### src/rtl/pac_pkg.sv
`default_nettype none

package pac_pkg;

    localparam int LEN_W  = 16;
    localparam int TIME_W = 32;
    localparam int RATE_W = 4;
    localparam int FLAG_W = 2;
    localparam int SUM_W  = 17;
    localparam int EXC_W  = 16;
    localparam int VC_W   = 17;
    localparam int NBLK_W = 10;
    localparam int BLKT_W = 25;
    localparam int TAIL_W = 23;
    localparam int MULX_W = 22;

    typedef enum logic [1:0] {
        RSEL_8,
        RSEL_4,
        RSEL_2,
        RSEL_1M
    } t_rsel;

    localparam logic [RATE_W-1:0] RATE_8US = 4'd8;
    localparam logic [RATE_W-1:0] RATE_4US = 4'd4;
    localparam logic [RATE_W-1:0] RATE_2US = 4'd2;

    // Length limits and paddings.
    localparam logic [LEN_W-1:0] LEN_HDR_MAX  = 16'd217;
    localparam logic [LEN_W-1:0] CAP1_LIMIT   = 16'd206;
    localparam logic [7:0]       CAP1_SAT     = 8'd255;
    localparam logic [7:0]       CAP1_OFFS    = 8'd48;
    localparam logic [8:0]       CAP1_PAD     = 9'd5;
    localparam logic [LEN_W-1:0] CAP2_LIMIT   = 16'd240;
    localparam logic [7:0]       CAP2_SAT     = 8'd241;
    localparam logic [8:0]       CAP2_PAD     = 9'd19;
    localparam logic [EXC_W-1:0] REM_PAD      = 16'd13;
    localparam logic [VC_W-1:0]  CEIL_BIAS    = 17'd29;
    localparam logic [7:0]       BLK_LEN      = 8'd247;

    // Reciprocal constants for the division by the block length.
    localparam logic [31:0] QUOT_MAGIC = 32'h0953f391;
    localparam logic [30:0] CEIL_MAGIC = 31'd2069234231;

    // Fixed time terms, microseconds.
    localparam logic [SUM_W-1:0] ACK_TERM    = 17'h0014a;
    localparam logic [SUM_W-1:0] SHORT_GAP   = 17'h0009c;
    localparam logic [SUM_W-1:0] MID_R2      = 17'h000b4;
    localparam logic [SUM_W-1:0] MID_OTHER   = 17'h00160;
    localparam logic [SUM_W-1:0] END_GAP     = 17'h00098;
    localparam logic [SUM_W-1:0] LONG_A      = 17'h00c14;
    localparam logic [SUM_W-1:0] LONG_R      = 17'h00cac;
    localparam logic [SUM_W-1:0] COD8_FULL   = 17'h043da;
    localparam logic [SUM_W-1:0] COD1M_FULL  = 17'h00992;
    localparam logic [SUM_W-1:0] COD8_MID    = 17'h04328;
    localparam logic [SUM_W-1:0] COD1M_MID   = 17'h008e0;

    typedef struct packed {
        logic                valid;
        logic [TIME_W-1:0]   base;
        logic [SUM_W-1:0]    ssum;
        logic [EXC_W-1:0]    excess;
        logic [VC_W-1:0]     vc;
        logic [15:0]         q_hi;
        logic [15:0]         c_hi;
        logic                c_nz;
        t_rsel               rsel;
        logic                use_blk;
        logic                use_tail;
    } t_s1;

    typedef struct packed {
        logic                valid;
        logic [TIME_W-1:0]   hsum;
        logic [NBLK_W-1:0]   nblk;
        logic [EXC_W-1:0]    excess;
        t_rsel               rsel;
        logic                tail_en;
    } t_s2;

    typedef struct packed {
        logic                valid;
        logic [TIME_W-1:0]   hsum;
        logic [BLKT_W-1:0]   blk;
        logic [TAIL_W-1:0]   tail;
    } t_s3;

    function automatic t_rsel f_rsel(input logic [RATE_W-1:0] rate);
        t_rsel r;
        if (rate == RATE_8US) begin
            r = RSEL_8;
        end else if (rate == RATE_4US) begin
            r = RSEL_4;
        end else if (rate == RATE_2US) begin
            r = RSEL_2;
        end else begin
            r = RSEL_1M;
        end
        return r;
    endfunction

    function automatic logic [8:0] f_uc_over(input t_rsel r);
        logic [8:0] v;
        case (r)
            RSEL_8:  v = 9'h190;
            RSEL_4:  v = 9'h17e;
            RSEL_2:  v = 9'h018;
            default: v = 9'h028;
        endcase
        return v;
    endfunction

    function automatic logic [14:0] f_blk_cost(input t_rsel r);
        logic [14:0] v;
        case (r)
            RSEL_8:  v = 15'h43da;
            RSEL_4:  v = 15'h1308;
            RSEL_2:  v = 15'h0572;
            default: v = 15'h0992;
        endcase
        return v;
    endfunction

    function automatic logic [12:0] f_alt_over(input t_rsel r);
        logic [12:0] v;
        case (r)
            RSEL_8:  v = 13'h12d0;
            RSEL_4:  v = 13'h05ce;
            RSEL_2:  v = 13'h012c;
            default: v = 13'h0250;
        endcase
        return v;
    endfunction

    function automatic logic [14:0] f_cod_over(input t_rsel r);
        logic [14:0] v;
        case (r)
            RSEL_8:  v = 15'h4290;
            RSEL_4:  v = 15'h11be;
            RSEL_2:  v = 15'h0428;
            default: v = 15'h0848;
        endcase
        return v;
    endfunction

    function automatic logic [10:0] f_reply(input t_rsel r);
        logic [10:0] v;
        case (r)
            RSEL_8:  v = 11'h650;
            RSEL_4:  v = 11'h2ae;
            RSEL_2:  v = 11'h064;
            default: v = 11'h0c0;
        endcase
        return v;
    endfunction

    // Per-byte cost: every rate is a power of two, so this is a shift.
    function automatic logic [MULX_W-1:0] f_byte_mul(input logic [15:0] x, input t_rsel r);
        logic [MULX_W-1:0] v;
        case (r)
            RSEL_8:  v = {x, 6'b0};
            RSEL_4:  v = {2'b0, x, 4'b0};
            RSEL_2:  v = {4'b0, x, 2'b0};
            default: v = {3'b0, x, 3'b0};
        endcase
        return v;
    endfunction

endpackage

`default_nettype wire

### src/rtl/pac_ifs.sv
`default_nettype none

interface pac_in_if import pac_pkg::*; ();
    logic              valid;
    logic              ready;
    logic [LEN_W-1:0]  payload_length;
    logic [TIME_W-1:0] start_offset;
    logic [RATE_W-1:0] rate_code;
    logic              coded_mode;
    logic [FLAG_W-1:0] mode_flags;

    modport source (
        output valid, payload_length, start_offset, rate_code, coded_mode, mode_flags,
        input  ready
    );
    modport sink (
        input  valid, payload_length, start_offset, rate_code, coded_mode, mode_flags,
        output ready
    );
endinterface

interface pac_out_if import pac_pkg::*; ();
    logic              valid;
    logic              ready;
    logic [TIME_W-1:0] airtime;

    modport source (output valid, airtime, input ready);
    modport sink (input valid, airtime, output ready);
endinterface

`default_nettype wire

### src/rtl/pac_stage1.sv
`default_nettype none

module pac_stage1 import pac_pkg::*; (
    input  wire logic              i_clk,
    input  wire logic              i_rst_n,
    input  wire logic              i_en,
    input  wire logic              i_valid,
    input  wire logic [LEN_W-1:0]  i_payload_length,
    input  wire logic [TIME_W-1:0] i_start_offset,
    input  wire logic [RATE_W-1:0] i_rate_code,
    input  wire logic              i_coded_mode,
    input  wire logic [FLAG_W-1:0] i_mode_flags,
    output t_s1                    o_s1
);

    t_s1              r_s1;
    t_s1              n_s1;
    t_rsel            rsel;
    logic [7:0]       cap1;
    logic [7:0]       cap2;
    logic [SUM_W-1:0] p1;
    logic [SUM_W-1:0] p2;
    logic [SUM_W-1:0] x_term;
    logic [SUM_W-1:0] b1;
    logic [SUM_W-1:0] a_sum;
    logic [SUM_W-1:0] r_sum;
    logic [SUM_W-1:0] ssum;
    logic [EXC_W-1:0] excess;
    logic [VC_W-1:0]  vc;
    logic [47:0]      q_prod;
    logic [47:0]      c_prod;

    assign rsel = f_rsel(i_rate_code);

    // Header length terms for the two capped lengths.
    always_comb begin
        cap1 = (i_payload_length > CAP1_LIMIT) ? CAP1_SAT
                                               : i_payload_length[7:0] + CAP1_OFFS;
        cap2 = (i_payload_length > CAP2_LIMIT) ? CAP2_SAT : i_payload_length[7:0];
        p1 = SUM_W'(f_byte_mul({7'b0, 9'(cap1) + CAP1_PAD}, rsel))
             + SUM_W'(f_uc_over(rsel));
        p2 = SUM_W'(f_byte_mul({7'b0, 9'(cap2) + CAP2_PAD}, rsel))
             + SUM_W'(f_uc_over(rsel));
    end

    // Everything except the start offset and the block terms.
    always_comb begin
        if (i_mode_flags[1]) begin
            x_term = SUM_W'(f_alt_over(rsel));
        end else if (i_coded_mode) begin
            x_term = SUM_W'(f_cod_over(rsel));
        end else begin
            x_term = p1;
        end
        b1 = ACK_TERM + x_term;
        if (i_rate_code[3:2] == 2'b00) begin
            a_sum = b1 + SHORT_GAP + ((rsel == RSEL_2) ? MID_R2 : MID_OTHER);
            r_sum = a_sum + END_GAP;
        end else begin
            a_sum = b1 + LONG_A;
            r_sum = b1 + LONG_R;
        end

        if (i_mode_flags == 2'b00) begin
            if (!i_coded_mode) begin
                ssum = ACK_TERM + p1;
            end else if (rsel == RSEL_8) begin
                ssum = COD8_FULL;
            end else if (rsel == RSEL_1M) begin
                ssum = COD1M_FULL;
            end else begin
                ssum = ACK_TERM + SUM_W'(f_cod_over(rsel));
            end
        end else if (i_mode_flags[0]) begin
            ssum = r_sum + SUM_W'(f_reply(rsel));
        end else if (i_coded_mode) begin
            if (rsel == RSEL_8) begin
                ssum = a_sum + COD8_MID;
            end else if (rsel == RSEL_1M) begin
                ssum = a_sum + COD1M_MID;
            end else begin
                ssum = r_sum + SUM_W'(f_cod_over(rsel));
            end
        end else begin
            ssum = r_sum + p2;
        end
    end

    // Reciprocal products for the floor and ceiling block counts.
    always_comb begin
        excess = i_payload_length - LEN_HDR_MAX;
        vc     = {1'b0, i_payload_length} + CEIL_BIAS;
        q_prod = QUOT_MAGIC * {16'b0, excess};
        c_prod = {17'b0, CEIL_MAGIC} * {31'b0, vc};
    end

    always_comb begin
        n_s1.valid    = i_valid;
        n_s1.base     = i_start_offset;
        n_s1.ssum     = ssum;
        n_s1.excess   = excess;
        n_s1.vc       = vc;
        n_s1.q_hi     = q_prod[47:32];
        n_s1.c_hi     = c_prod[47:32];
        n_s1.c_nz     = |c_prod[31:0];
        n_s1.rsel     = rsel;
        n_s1.use_blk  = !i_mode_flags[0] && (i_payload_length > LEN_HDR_MAX);
        n_s1.use_tail = !i_coded_mode;
    end

    always_ff @(posedge i_clk) begin
        if (!i_rst_n) begin
            r_s1.valid <= 1'b0;
        end else if (i_en) begin
            r_s1 <= n_s1;
        end
    end

    assign o_s1 = r_s1;

endmodule

`default_nettype wire

### src/rtl/pac_stage2.sv
`default_nettype none

module pac_stage2 import pac_pkg::*; (
    input  wire logic i_clk,
    input  wire logic i_rst_n,
    input  wire logic i_en,
    input  wire t_s1  i_s1,
    output t_s2       o_s2
);

    t_s2              r_s2;
    t_s2              n_s2;
    logic [EXC_W-1:0] diff;
    logic [16:0]      q_sum;
    logic [7:0]       q_floor;
    logic [VC_W-1:0]  mag;
    logic [VC_W-1:0]  vc_left;

    always_comb begin
        // Floor quotient keeps only eight bits, so very long payloads wrap it.
        diff    = i_s1.excess - i_s1.q_hi;
        q_sum   = {1'b0, i_s1.q_hi} + {2'b0, diff[15:1]};
        q_floor = q_sum[14:7];
        mag     = {1'b0, i_s1.c_hi} + {16'b0, i_s1.c_nz};
        vc_left = i_s1.vc - mag;

        n_s2.valid   = i_s1.valid;
        n_s2.hsum    = i_s1.base + {15'b0, i_s1.ssum};
        n_s2.excess  = i_s1.excess;
        n_s2.rsel    = i_s1.rsel;
        n_s2.tail_en = i_s1.use_blk && i_s1.use_tail;
        if (!i_s1.use_blk) begin
            n_s2.nblk = '0;
        end else if (i_s1.use_tail) begin
            n_s2.nblk = {2'b0, q_floor};
        end else begin
            n_s2.nblk = vc_left[16:7];
        end
    end

    always_ff @(posedge i_clk) begin
        if (!i_rst_n) begin
            r_s2.valid <= 1'b0;
        end else if (i_en) begin
            r_s2 <= n_s2;
        end
    end

    assign o_s2 = r_s2;

endmodule

`default_nettype wire

### src/rtl/pac_stage3.sv
`default_nettype none

module pac_stage3 import pac_pkg::*; (
    input  wire logic i_clk,
    input  wire logic i_rst_n,
    input  wire logic i_en,
    input  wire t_s2  i_s2,
    output t_s3       o_s3
);

    t_s3               r_s3;
    t_s3               n_s3;
    logic [EXC_W-1:0]  used;
    logic [EXC_W-1:0]  rem;
    logic [MULX_W-1:0] rem_cost;

    always_comb begin
        // On the tail path the block count is the wrapped floor quotient.
        used     = {8'b0, i_s2.nblk[7:0]} * {8'b0, BLK_LEN};
        rem      = i_s2.excess - used;
        rem_cost = f_byte_mul(rem + REM_PAD, i_s2.rsel);

        n_s3.valid = i_s2.valid;
        n_s3.hsum  = i_s2.hsum;
        n_s3.blk   = {5'b0, i_s2.nblk} * {10'b0, f_blk_cost(i_s2.rsel)};
        if (i_s2.tail_en && (rem != '0)) begin
            n_s3.tail = TAIL_W'(rem_cost) + TAIL_W'(f_uc_over(i_s2.rsel))
                        + TAIL_W'(ACK_TERM);
        end else begin
            n_s3.tail = '0;
        end
    end

    always_ff @(posedge i_clk) begin
        if (!i_rst_n) begin
            r_s3.valid <= 1'b0;
        end else if (i_en) begin
            r_s3 <= n_s3;
        end
    end

    assign o_s3 = r_s3;

endmodule

`default_nettype wire

### src/rtl/packet_airtime_calculator.sv
// Requests pass through four register stages, one request per cycle while the
// output register is free; the reciprocal products sit in the first stage and
// the block products in the third.
// Backpressure on the result channel holds every stage in place.
// Reset (synchronous, active low) clears only the stage valid bits.
`default_nettype none

module packet_airtime_calculator import pac_pkg::*; (
    input  wire logic  i_clk,
    input  wire logic  i_rst_n,
    pac_in_if.sink     i_req,
    pac_out_if.source  o_rsp
);

    t_s1               s1;
    t_s2               s2;
    t_s3               s3;
    logic              adv;
    logic              r_valid;
    logic [TIME_W-1:0] r_airtime;

    // The whole pipeline moves whenever the output register is free.
    assign adv         = !r_valid || o_rsp.ready;
    assign i_req.ready = adv;

    pac_stage1 u_stage1 (
        .i_clk            (i_clk),
        .i_rst_n          (i_rst_n),
        .i_en             (adv),
        .i_valid          (i_req.valid),
        .i_payload_length (i_req.payload_length),
        .i_start_offset   (i_req.start_offset),
        .i_rate_code      (i_req.rate_code),
        .i_coded_mode     (i_req.coded_mode),
        .i_mode_flags     (i_req.mode_flags),
        .o_s1             (s1)
    );

    pac_stage2 u_stage2 (
        .i_clk   (i_clk),
        .i_rst_n (i_rst_n),
        .i_en    (adv),
        .i_s1    (s1),
        .o_s2    (s2)
    );

    pac_stage3 u_stage3 (
        .i_clk   (i_clk),
        .i_rst_n (i_rst_n),
        .i_en    (adv),
        .i_s2    (s2),
        .o_s3    (s3)
    );

    always_ff @(posedge i_clk) begin
        if (!i_rst_n) begin
            r_valid <= 1'b0;
        end else if (adv) begin
            r_valid <= s3.valid;
        end
    end

    always_ff @(posedge i_clk) begin
        if (adv) begin
            r_airtime <= s3.hsum + {7'b0, s3.blk} + {9'b0, s3.tail};
        end
    end

    assign o_rsp.valid   = r_valid;
    assign o_rsp.airtime = r_airtime;

endmodule

`default_nettype wire

### src/flat_wrapper.sv
// flat-port wrapper written by rule: the top's interface ports become plain ports
module packet_airtime_calculator_flat import pac_pkg::*;
  (i_clk, i_rst_n, i_req_valid, i_req_payload_length, i_req_start_offset, i_req_rate_code, i_req_coded_mode, i_req_mode_flags, i_req_ready, o_rsp_valid, o_rsp_airtime, o_rsp_ready);
  pac_in_if i_req_i ();
  pac_out_if o_rsp_i ();
  input  wire logic i_clk;
  input  wire logic i_rst_n;
  input wire logic [$bits(i_req_i.valid)-1:0] i_req_valid;
  input wire logic [$bits(i_req_i.payload_length)-1:0] i_req_payload_length;
  input wire logic [$bits(i_req_i.start_offset)-1:0] i_req_start_offset;
  input wire logic [$bits(i_req_i.rate_code)-1:0] i_req_rate_code;
  input wire logic [$bits(i_req_i.coded_mode)-1:0] i_req_coded_mode;
  input wire logic [$bits(i_req_i.mode_flags)-1:0] i_req_mode_flags;
  output wire logic [$bits(i_req_i.ready)-1:0] i_req_ready;
  output wire logic [$bits(o_rsp_i.valid)-1:0] o_rsp_valid;
  output wire logic [$bits(o_rsp_i.airtime)-1:0] o_rsp_airtime;
  input wire logic [$bits(o_rsp_i.ready)-1:0] o_rsp_ready;
  assign i_req_i.valid = i_req_valid;
  assign i_req_i.payload_length = i_req_payload_length;
  assign i_req_i.start_offset = i_req_start_offset;
  assign i_req_i.rate_code = i_req_rate_code;
  assign i_req_i.coded_mode = i_req_coded_mode;
  assign i_req_i.mode_flags = i_req_mode_flags;
  assign i_req_ready = i_req_i.ready;
  assign o_rsp_valid = o_rsp_i.valid;
  assign o_rsp_airtime = o_rsp_i.airtime;
  assign o_rsp_i.ready = o_rsp_ready;
  packet_airtime_calculator u_core (.i_clk(i_clk), .i_rst_n(i_rst_n), .i_req(i_req_i), .o_rsp(o_rsp_i));
endmodule
### config.mk
export PLATFORM = sky130hd
export DESIGN_NAME = packet_airtime_calculator_flat
export DESIGN_NICKNAME = d
export VERILOG_FILES = /design/src/rtl/pac_pkg.sv /design/src/rtl/pac_ifs.sv /design/src/rtl/pac_stage1.sv /design/src/rtl/pac_stage2.sv /design/src/rtl/pac_stage3.sv /design/src/rtl/packet_airtime_calculator.sv /design/src/flat_wrapper.sv
export SDC_FILE = /design/constraint.sdc
export NUM_CORES = 2
export LEC_CHECK = 0
export BUFFER_PORTS_ARGS = -buffer_cell sky130_fd_sc_hd__buf_4
export CAP_MARGIN = 20
export CORE_AREA = 3 3 263 265
export CTS_CLUSTER_SIZE = 12
export DETAILED_ROUTE_END_ITERATION = 10
export DIE_AREA = 0 0 266 268
export GPL_TIMING_DRIVEN = 0
export PLACE_DENSITY = 0.92
export SLEW_MARGIN = 10
export SYNTH_ARGS = -nofsm -noshare
export SYNTH_HDL_FRONTEND = slang
export SYNTH_HIERARCHICAL = 1
export SYNTH_SLANG_ARGS = --single-unit
### constraint.sdc
create_clock -name i_clk -period 33.3 [get_ports i_clk]
set_input_delay 6.66 -clock i_clk [delete_from_list [all_inputs] [get_ports i_clk]]
set_output_delay 6.66 -clock i_clk [all_outputs]
set_load 0.03 [all_outputs]
## Word-level counts from Yosys, hierarchy flattened

Cells that the tools add are included.

- $add $sub $neg: 31
- Reductions and logical operators: 15
- Multiplexer cells: 38
- Eq/ne operators: 8
- Magnitude comparators: 3
- Bitwise gates (word level): 1
- Multiply operators: 4

Operator list:

| kind | count |
|---|---|
| 15-bit one-hot mux with 3 select lines | 4 |
| 17-bit two-way mux | 10 |
| 15-bit two-way mux | 6 |
| 22-bit one-hot mux with 3 select lines | 1 |
| 9-bit one-hot mux with 3 select lines | 2 |
| 17-bit by 12-bit adder with 17-bit output, second input constant | 3 |
| 17-bit by 9-bit adder with 17-bit output | 3 |
| 16-bit by 8-bit greater-than comparator with 1-bit output, second input constant | 3 |
| 31-bit by 17-bit multiplier with 48-bit output, first input constant | 1 |
| 28-bit by 16-bit multiplier with 44-bit output, first input constant | 1 |
| 13-bit one-hot mux with 3 select lines | 1 |
| 17-bit by 8-bit adder with 17-bit output, second input constant | 2 |
| 9-bit by 17-bit adder with 17-bit output, first input constant | 2 |
| 11-bit one-hot mux with 3 select lines | 1 |
| 32-bit by 17-bit adder with 32-bit output | 1 |
| 32-bit by 23-bit adder with 32-bit output | 1 |
| 32-bit by 25-bit adder with 32-bit output | 1 |
| 16-bit two-way mux | 2 |
| 32-bit OR reduction | 1 |
| 13-bit one-hot mux with 2 select lines | 1 |
| 10-bit by 15-bit multiplier with 25-bit output | 1 |
| 8-bit two-way mux | 3 |
| 22-bit by 9-bit adder with 23-bit output | 1 |
| 23-bit by 9-bit adder with 23-bit output, second input constant | 1 |
| other kinds (34) | 47 |

- Input port bits: 59
- Output and inout port bits: 34
- Register bits after elaboration: 292
- Logic and storage cells: 124

## Depth between registers and ports, before layout

- Depth in word-level cells: 20
- Gate-level depth with buffers: 47

## Hierarchy

The synthesis kept the hierarchy.

By module, submodules not included:

| module | instances | seq. area each (um2) | cells each | area each (um2) |
|---|---|---|---|---|
| pac_stage1 | 1 | 3413.3 | 2581 | 24872.6 |
| pac_stage3 | 1 | 2362.3 | 1031 | 10291.1 |
| pac_stage2 | 1 | 1851.8 | 553 | 5258.8 |
| packet_airtime_calculator | 1 | 980.9 | 275 | 2950.3 |

## Least setup slack after synthesis

No wires, ideal clock.

- Path kind: input to register
- From: input port i_req_rate_code[3]
- To: register u_core.u_stage1.r_s1 (netlist bit u_core/u_stage1/o_s1[85]), data pin
- Stages: 40
- Arrival time: 15.082 ns
- Data required time: 33.035 ns
- Slack: 17.954 ns
- Setup time: 0.265 ns
- Path through: xnor2_1 -> nor3_1 -> inv_1 -> ha_1 -> clkbuf_1 -> clkbuf_1 -> clkbuf_1 -> buf_1 -> clkbuf_1 -> o21ai_0 -> fa_1 -> nor2_1 -> o31ai_1 -> nor2_1 -> xor2_1 -> inv_1 -> ha_1 -> inv_1 -> (+4 left out) -> xnor2_1 -> o21ai_0 -> fa_1 -> ha_1 -> a21boi_0 -> o21ai_0 -> nand2_1 -> and2_1 -> o21ai_0 -> nand2b_1 -> a21o_1 -> a21o_1 -> a21oi_1 -> nor2_1 -> nor2_1 -> xnor2_1 -> o211ai_1 -> nand3_1

RTL lines:

| what | line | source |
|---|---|---|
| start, declared | flat_wrapper.sv:11 | `input wire logic [$bits(i_req_i.rate_code)-1:0] i_req_rate_code;` |
| end signal, assigned | pac_stage1.sv:115 | `r_s1 <= n_s1;` |
| end, declared | pac_stage1.sv:16 | `t_s1 r_s1;` |

==> metrics <==
dpl ws=15.00 ns; placed cells=5417; Slew Viols, Final=0; Post-Synth Adder-Cell Area=0.405; status=complete, no violations; antenna violations before repair=3; relative slew slack=0.154; slowest cell on the critical path=o211ai_1; fin util=0.692; DRT Pass-1 Iters=7; number of flops mapped to enable cells by yosys=284; GRT Util Overall=0.326; hold buffer count at CTS=0; clock buffer depth=3; Final Routed Wirelength=117000 um; CTS buffer count=31; Via density=6.31; Arrival @ worst endpoint=18.41 ns; Final WS setup=15.19 ns; Critical Path Most Common Cell=a21oi_1; most frequent cells in the layout=inv_1, ha_1, fa_1; post-cts repair resize count=0; Gate Count Post-Synth=4440; CP max stage delay=0.62 ns; Synth Area in Compound Gates=0.132; # setup viols final=0; TNS Setup=0 ns; Async S/R FF share, synth=0; yosys warns=6; Tmin final=18.11 ns; CP Launch Type=primary input; #FFs+latches synth=288; largest family of logic cells by synthesized area=adder cells; worst-skew pair later-pin latency=0.59 ns; slew at the pin closest to its max-slew limit=1.26 ns; ys flop type=edfxtp_1; H-tree depth=1; Synth-to-Final Area Change=6.91%; CTS tree=done; commonest non-fill, non-tap cell in the layout=inv_1; critical path capture point type=flip-flop; met1 Use GR=0.392; top cell type by total area after synthesis=fa_1; GRT overflow=0; clock skew=0.0193 ns; core footprint=67000 um^2; I/O pin count=93; average cell area after synthesis=9.77 um^2; GR peak layer=met2; Rows=95; drt wl/cell=21.3 um; Clock Sinks=288; IO Port Bufs=88; nets=5773; post-synthesis xor/xnor area fraction=0.0688; Final period util=0.544; top cells by area, synth=fa_1, edfxtp_1, ha_1; hpwl dp=94000 um; vias=34600; RSZ-0062 raised after global routing=false; post-route ant nets=0; Setup Buffers After CTS=0; post-synthesis cell type count=133; fmax=55.2 MHz; die height=268 um; mux cell area share after synthesis=0.0106; mapped cell area=43400 um^2; layout cells sized above 1=0.0679; Iteration-0 DRC Markers=3751; Worst EP required=33.60 ns; simple-gate portion of the synthesized area=0.107; CTS clk-pin slew, worst paths=0.06 ns; Root Buffer=clkbuf_16; vias in the first global route=36000; # fillers=4633; routing usage on met2=0.555; max-cap viol count=0; Die ar.=71300 um^2; share of the synthesized area in the top cell type=0.212; initial core utilization=0.647; Tightest Hold Check Type=reg -> reg; die width=266 um; non-filler cells, final=5484; Max FO, Critical Path=10; register area share after synthesis=0.198; largest net degree at the start of global routing=69; Worst Setup Path Type=in -> reg; met3 GRT Util=0.0532; Final Hold Viols=0; RD Place Congestion=1.00; Remaining DRCs=0; first-pass GRT wire length=185000 um
-- state kept, by name (all words and copies together), names as in the netlist --
name / cells
u_core/u_stage2/o_s2: 62
u_core/o_rsp.airtime: 32
u_core/o_rsp.valid: 1
u_core/u_stage1/o_s1: 114
u_core/u_stage3/o_s3: 79
-- metal layers --
metal / wire (um) / share of wire
met1: 43000 / 0.37
met4: 8290 / 0.071
met5: 0 / 0
met2: 55500 / 0.47
met3: 10100 / 0.086
-- final cells by class --
type,instances,area (um^2),area share
antenna,4,10.0,0.000216
buffer,92,425,0.00917
clock buffer,44,835,0.0180
clock inverter,11,77.6,0.00167
inverter,783,2940,0.0634
multi-input combinational,3283,31500,0.679
sequential,288,8610,0.186
tap,873,1090,0.0236
timing repair buffer,106,880,0.0190
-- path summary, 6_finish.rpt --
check	startpoint	depth (start not counted)	slack, ns	end
max reg2reg	u_core/u_stage2/o_s2[2]$_DFFE_PP_	21	25.19	u_core/u_stage3/o_s3[47]$_DFFE_PP_
min	u_core/u_stage2/o_s2[35]$_DFFE_PP_	0	0.42	u_core/u_stage3/o_s3[54]$_DFFE_PP_
min reg2reg	u_core/u_stage2/o_s2[35]$_DFFE_PP_	0	0.42	u_core/u_stage3/o_s3[54]$_DFFE_PP_
max	i_req_rate_code[3]	41	15.19	u_core/u_stage1/o_s1[84]$_DFFE_PP_
-- cells in the mapped netlist, types with 35 or more instances --
master,instances
a21o_1,75
a211oi_1,35
nand3_1,68
clkbuf_1,57
nand2b_1,46
xor2_1,90
fa_1,460
and2_1,44
inv_1,777
ha_1,669
nor2b_1,37
a21oi_1,241
nor3_1,62
o21ai_0,138
o21a_1,42
nand2_1,201
nor2_1,282
xnor2_1,228
edfxtp_1,284
-- worst max-delay path, delay by kind of cell --
family | cells | cell delay [ns]
xor+xnor | 5 | 1.60
simple gates | 4 | 0.46
mux | 1 | 0.26
buf+inv | 9 | 2.89
fa+ha+maj | 6 | 2.02
compound gates | 16 | 4.49
-- per-stage QoR --
stage	hold WS [ns]	cell area [um^2]
after floorplan	0.400	43400
after global placement	0.401	45100
after detailed placement	0.405	45400
after CTS	0.419	46300
after global routing	0.421	46400
final	0.418	46400
-- kinds of logic after synthesis --
group / count (synthesis)
XOR/XNOR: 329
other: 2
buffers and inverters: 875
AND/OR/NAND/NOR: 933
flip-flops: 288
adder cells (fa/ha/maj): 1129
AO/OA/AOI/OAI: 845
multiplexers: 39
Power is left out: the tool's default activity adds up to more than one toggle a clock period on the data nets, which glitch-free logic cannot reach.
